File: src/hdl/ica_pkg.sv
// Shared types, constants and arctangent table for the attitude estimator.
`timescale 1ns / 1ps
package ica_pkg;

  localparam int CordicSteps = 16;
  localparam int TableLen = 24;
  localparam int RunSteps = (CordicSteps < TableLen) ? CordicSteps : TableLen;
  localparam int StepW = $clog2(TableLen);
  localparam int SqrtSteps = 24;
  localparam int SqrtCntW = 5;

  localparam int CordW = 36;
  localparam int ZW = 26;

  localparam logic [15:0] TimeStepReset = 16'd3277;
  localparam logic [15:0] AccelWeightReset = 16'd64225;
  localparam logic signed [16:0] AngLimit = 17'sd46080;

  typedef enum logic {
    REG_TIME_STEP = 1'b0,
    REG_ACCEL_WEIGHT = 1'b1
  } reg_index_t;

  typedef struct packed {
    logic load;
    logic sqrt_step;
    logic cordic_init_a;
    logic cordic_init_b;
    logic cordic_step;
    logic mult_a;
    logic mult_b;
    logic finish;
    logic finish_roll;
  } ica_cmd_t;

  typedef struct packed {
    logic sqrt_done;
    logic cordic_done;
  } ica_status_t;

  function automatic logic signed [ZW-1:0] atan_entry(input logic [StepW-1:0] idx);
    logic signed [ZW-1:0] v;
    v = '0;
    unique case (idx)
      5'd0: v = 26'sd2949120;
      5'd1: v = 26'sd1740967;
      5'd2: v = 26'sd919879;
      5'd3: v = 26'sd466945;
      5'd4: v = 26'sd234379;
      5'd5: v = 26'sd117304;
      5'd6: v = 26'sd58666;
      5'd7: v = 26'sd29335;
      5'd8: v = 26'sd14668;
      5'd9: v = 26'sd7334;
      5'd10: v = 26'sd3667;
      5'd11: v = 26'sd1833;
      5'd12: v = 26'sd917;
      5'd13: v = 26'sd458;
      5'd14: v = 26'sd229;
      5'd15: v = 26'sd115;
      5'd16: v = 26'sd57;
      5'd17: v = 26'sd29;
      5'd18: v = 26'sd14;
      5'd19: v = 26'sd7;
      5'd20: v = 26'sd4;
      5'd21: v = 26'sd2;
      5'd22: v = 26'sd1;
      default: v = '0;
    endcase
    return v;
  endfunction

endpackage

File: src/hdl/ica_ctrl.sv
// Sequencer for one sample: square root, two CORDIC runs, blend and hand-off.
`timescale 1ns / 1ps
module ica_ctrl (
  input  logic clk,
  input  logic rst,
  input  logic in_valid,
  output logic in_ready,
  output logic out_valid,
  input  logic out_ready,
  output ica_pkg::ica_cmd_t cmd,
  input  ica_pkg::ica_status_t status
);

  typedef enum logic [2:0] {
    S_IDLE, S_SQRT, S_CORD_A, S_MULT_A, S_CORD_B, S_MULT_B, S_DONE, S_ROLL
  } state_t;

  state_t state;
  logic cinit;

  assign in_ready = (state == S_IDLE) && !out_valid;

  always_comb begin
    cmd = '0;
    cmd.load = in_valid && in_ready;
    cmd.sqrt_step = (state == S_SQRT);
    cmd.cordic_init_a = (state == S_CORD_A) && cinit;
    cmd.cordic_init_b = (state == S_CORD_B) && cinit;
    cmd.cordic_step = ((state == S_CORD_A) || (state == S_CORD_B)) && !cinit;
    cmd.mult_a = (state == S_MULT_A);
    cmd.mult_b = (state == S_MULT_B);
    cmd.finish = (state == S_DONE);
    cmd.finish_roll = (state == S_ROLL);
  end

  always_ff @(posedge clk) begin
    if (rst) begin
      state <= S_IDLE;
      out_valid <= 1'b0;
      cinit <= 1'b0;
    end else begin
      if (out_valid && out_ready) begin
        out_valid <= 1'b0;
      end
      unique case (state)
        S_IDLE: begin
          if (in_valid && in_ready) begin
            state <= S_SQRT;
          end
        end
        S_SQRT: begin
          if (status.sqrt_done) begin
            state <= S_CORD_A;
            cinit <= 1'b1;
          end
        end
        S_CORD_A: begin
          cinit <= 1'b0;
          if (!cinit && status.cordic_done) begin
            state <= S_MULT_A;
          end
        end
        S_MULT_A: begin
          state <= S_CORD_B;
          cinit <= 1'b1;
        end
        S_CORD_B: begin
          cinit <= 1'b0;
          if (!cinit && status.cordic_done) begin
            state <= S_MULT_B;
          end
        end
        S_MULT_B: begin
          state <= S_DONE;
        end
        S_DONE: begin
          state <= S_ROLL;
        end
        S_ROLL: begin
          state <= S_IDLE;
          out_valid <= 1'b1;
        end
        default: state <= S_IDLE;
      endcase
    end
  end

`ifndef SYNTHESIS
  a_no_accept_busy: assert property (@(posedge clk) disable iff (rst)
    (state != S_IDLE) |-> !in_ready) else $error("accept while busy");
  a_done_raises_valid: assert property (@(posedge clk) disable iff (rst)
    (state == S_ROLL) |=> out_valid) else $error("result lost");
  a_hold_valid: assert property (@(posedge clk) disable iff (rst)
    (out_valid && !out_ready) |=> out_valid) else $error("valid dropped");
`endif

endmodule

File: config.mk
export PLATFORM = sky130hd
export DESIGN_NAME = ica_ctrl
export DESIGN_NICKNAME = d
export VERILOG_FILES = /design/src/hdl/ica_pkg.sv /design/src/hdl/ica_ctrl.sv
export SDC_FILE = /design/constraint.sdc
export NUM_CORES = 1
export LEC_CHECK = 0
export BUFFER_PORTS_ARGS = -buffer_cell sky130_fd_sc_hd__buf_2
export CORE_AREA = 2 2 39 41
export CTS_BUF_LIST = sky130_fd_sc_hd__clkbuf_16
export DETAILED_ROUTE_END_ITERATION = 10
export DIE_AREA = 0 0 41 43
export GPL_ROUTABILITY_DRIVEN = 0
export GPL_TIMING_DRIVEN = 0
export PLACE_DENSITY = 0.56
export SETUP_SLACK_MARGIN = 0.5
export SYNTH_ARGS = -nofsm -noshare
export SYNTH_HDL_FRONTEND = slang
export SYNTH_SLANG_ARGS = --single-unit
export TNS_END_PERCENT = 100
File: constraint.sdc
create_clock -name clk -period 1.8 [get_ports clk]
set_input_delay 0.54 -clock clk [delete_from_list [all_inputs] [get_ports clk]]
set_output_delay 0.54 -clock clk [all_outputs]
set_load 0.005 [all_outputs]
# Yosys cells after proc, flatten, opt, wreduce, memory -nomap -nowiden
# Cells that the tools add are included.
dict set report classes {
  n_mux 9
  reduce_logical 16
  eq_ne 11
}
# op count
set ops {}
lappend ops {{$pmux 3 s8} 1}
lappend ops {{$eq 3x3->1 const B} 4}
lappend ops {{$mux 3} 4}
lappend ops {{$logic_and 1x1->1} 7}
lappend ops {{$eq 3x2->1 const B} 2}
lappend ops {{$ne 2x1->1 const B} 3}
lappend ops {{$reduce_and 4->1} 1}
lappend ops {{$eq 3x1->1 const B} 1}
lappend ops {{$logic_not 3->1} 1}
lappend ops {{$mux 1} 3}
lappend ops {{$pmux 1 s3} 1}
lappend ops {{$reduce_bool 3->1} 1}
lappend ops {{$logic_not 1->1} 2}
lappend ops {{$ne 2x2->1 const B} 1}
lappend ops {{$reduce_and 2->1} 1}
lappend ops {{$reduce_bool 2->1} 1}
lappend ops {{$reduce_or 2->1} 1}
lappend ops {{$logic_or 1x1->1} 1}
dict set report word_totals {
  reg_bits 5
  inputBits 6
  output_inout_bits 11
  wordCells 39
}

# Longest topological paths before layout
dict set report depth {
  word_depth 5
  mapped_depth 6
  depth_no_buf 6
}

# Worst setup path before layout
# OpenSTA, ideal clock, no wires.
dict set report synth_path {
  path_type {reg-to-output}
  startpoint {reg state[0]}
  endpoint {out cmd[8] in the netlist's numbering}
  slack_ns 0.193
  n_path_buf 0
  t_arrival_ns 1.067
  required_ns 1.260
  stages_incl_launch_ff 5
  path_cell_list {dfxtp_1 -> inv_1 -> ha_1 -> nor3b_1 -> and2_1}
}
# item line
set synth_lines {}
lappend synth_lines {{start: declaration} ica_ctrl.sv:18} ;# state_t state;
lappend synth_lines {{start signal: assignment} ica_ctrl.sv:38} ;# state <= S_IDLE;
lappend synth_lines {{start signal: assignment} ica_ctrl.sv:48} ;# state <= S_SQRT;
lappend synth_lines {{start signal: assignment} ica_ctrl.sv:53} ;# state <= S_CORD_A;
lappend synth_lines {{end: declaration} ica_ctrl.sv:10} ;# output ica_pkg::ica_cmd_t cmd,

==> flow_metrics.env <==
export IMPL_finalHoldViolations=0
export IMPL_fin_hold_ws_ns=0.511
export IMPL_fill_cells=137
export IMPL_area_growth_pct=86.9
export IMPL_worst_pin_slew_ns=0.183
export IMPL_post_dp_hpwl_um=691
export IMPL_setup_viol=1
export IMPL_synth_cell_types=21
export IMPL_seq_area_frac_synth=0.256
export IMPL_drive_above_1_share=0.579
export IMPL_fin_skew_ns=0.00281
export IMPL_syn_nets=60
export IMPL_ys_seq_elements=5
export IMPL_vias_per_cell=4.82
export IMPL_min_delay_path_depth=2
export IMPL_hold_end="state[1]"
export IMPL_htree_num_levels=1
export IMPL_fin_ws_ns=-0.00872
export IMPL_synthCells=50
export IMPL_finalCriticalPeriod_ns=1.81
export IMPL_reg2reg_from="state[0]"
export IMPL_io_buffers=16
export IMPL_r2r_end="state[2]"
export IMPL_hold_path_class="reg -> reg"
export IMPL_path_max_fanout=5
export IMPL_hold_buffers=0
export IMPL_layout_nets=87
export IMPL_cts_max_path_buffers=2
export IMPL_post_drt_wl_per_cell_um=11.0
export IMPL_grt_max_degree=11
export IMPL_cts_sinks=5
export IMPL_rows=14
export IMPL_report_final_slew_viol_count=0
export IMPL_vias=443
export IMPL_ios=17
export IMPL_violations="setup timing"
export IMPL_path_class="reg -> out"
export IMPL_grt_usage=0.126
export IMPL_grt_ovfl_total=0
export IMPL_diodes=0
export IMPL_ir_worst_vdd_mv=0.834
export IMPL_min_delay_start="state[1]"
export IMPL_cts_root_buf="clkbuf_16"
export IMPL_final_core_util=0.529
export IMPL_die_w_um=41
export IMPL_cts_buffers=3
export IMPL_first_pass_iters=3
export IMPL_slew_headroom=0.878
export IMPL_r2r_cells=6
export IMPL_critical_path_required_ns=1.26
export IMPL_cts_tree="done"
export IMPL_rsz0062_at_grt="true"
export IMPL_die_area_um2=1760
export IMPL_clk_pin_slew_ns=0.04
export IMPL_fin_total_pwr_mw=1.23
export IMPL_final_cell_mix="buf_2 (15), buf_4 (4)"
export IMPL_synth_avg_cell_area_um2=7.83
export IMPL_fin_crit_sh=1.00
export IMPL_status="finished with violations"
export IMPL_drc=0
export IMPL_totalWireLength_um=1010
export IMPL_p_leak_nw=0.352
export IMPL_setup_worst_path_start_class="register"
export IMPL_grt_pass1_wl_um=1510
export IMPL_antenna_found_initial=0
export IMPL_synth_warnings=0
export IMPL_ant_nets=0
export IMPL_die_h_um=43
export IMPL_final_common_cell="buf_2"
export IMPL_start_util=0.283
export IMPL_ff2ff_setup_slack_ns=0.41
export IMPL_clk_latency_ns=0.23
export IMPL_core_um2=1380
export IMPL_arrival_ns=1.27
export IMPL_p_per_area_nw_per_um2=1680
export IMPL_clock_fmax_ghz=0.553
export IMPL_drt_iter0_drc=2
export IMPL_first_global_vias=376
export IMPL_cap_violations=0
export IMPL_crit_path_end_kind="output port"
export IMPL_syn_cell_area_um2=392
==> worst max-delay path by stage <==
stage / startpoint / endpoint / slack [ns] / cells after the start
6_report: state[0] / cmd[0] / -0.009 / 4
5_1_grt: state[1] / cmd[8] / -0.07 / 5
4_1_cts: state[0] / cmd[8] / 0.02 / 5
3_5_place_dp: state[1] / cmd[8] / 0.26 / 5
3_3_place_gp: state[1] / cmd[4] / 0.26 / 6
2_1_floorplan: state[1] / cmd[8] / 0.36 / 4
==> state kept, by name, indices dropped and copies added (netlist names) <==
signal,cells
cinit,1
out_valid,1
state,3
==> cell families after synthesis <==
| family | synth area share |
|---|---|
| AO/OA/AOI/OAI | 0.185 |
| adder cells (fa/ha/maj) | 0.128 |
| buffers and inverters | 0.0575 |
| flip-flops | 0.256 |
| multiplexers | 0.0767 |
| AND/OR/NAND/NOR | 0.297 |
==> cell usage after synthesis <==
cell type,instances,area share
a31o_1,1,0.022
a21oi_1,4,0.051
o21a_1,1,0.019
o21bai_1,1,0.019
o21ai_0,2,0.026
nor2_1,3,0.029
ha_1,4,0.13
inv_1,5,0.048
o22a_1,1,0.022
dfxtp_1,5,0.26
mux2i_1,3,0.077
clkbuf_1,1,0.0096
nand2b_1,1,0.016
and3_1,1,0.016
nor2b_1,4,0.064
nand2_2,1,0.016
nor3b_1,2,0.038
nand2_1,3,0.029
o311a_1,1,0.026
and2_1,4,0.064
nor3_1,2,0.026
==> report_power, final <==
part | internal, mW | leakage (nW) | switching, mW
Sequential | 0.160 | 0.0432 | 0.0537
Combinational | 0.378 | 0.266 | 0.276
Clock | 0.288 | 0.0423 | 0.0734
==> layout make-up <==
class                   instances  area (µm²)  share of cell area
multi-input cells              39         344               0.470
repair buffers                 22         139               0.190
flip-flops and latches          5         110               0.150
clock buffers                   3        75.1               0.103
inverters                       5        26.3              0.0359
well taps                      16        20.0              0.0274
plain buffers                   1        13.8              0.0188
clock inverters                 1        3.75             0.00513
==> repair_timing <==
item	in CTS	in global routing
setup endpoints to repair	14	13
pin swaps	1	7
resized for setup	5	14
setup buffers	2	4
gates cloned	0	0
==> critical path, stage by stage, from the launching register on <==
cell and delay, ns:
dfxtp_4 0.35, buf_4 0.13, ha_1 0.25, and2_1 0.19, buf_2 0.12
==> stage by stage <==
stage / instances / setup TNS (ns) / instance area, µm² / worst slack (ns)
2_1_floorplan: 50 / 0 / 438 / 0.361
3_3_place_gp: 82 / 0 / 538 / 0.264
3_5_place_dp: 82 / 0 / 538 / 0.257
4_1_cts: 88 / 0 / 647 / 0.0244
5_1_grt: 92 / -0.172 / 732 / -0.0707
6_report: 92 / -0.00872 / 732 / -0.00872
==> routing by layer <==
metal	up-vias	routed length, µm	GRT usage
met2	10	511	0.203
met5	-	0	0
met4	0	0	0.0400
met3	0	49	0.0628
met1	211	453	0.138
li1	222	-	-
Note: power is estimated with default switching activity, not from simulation.
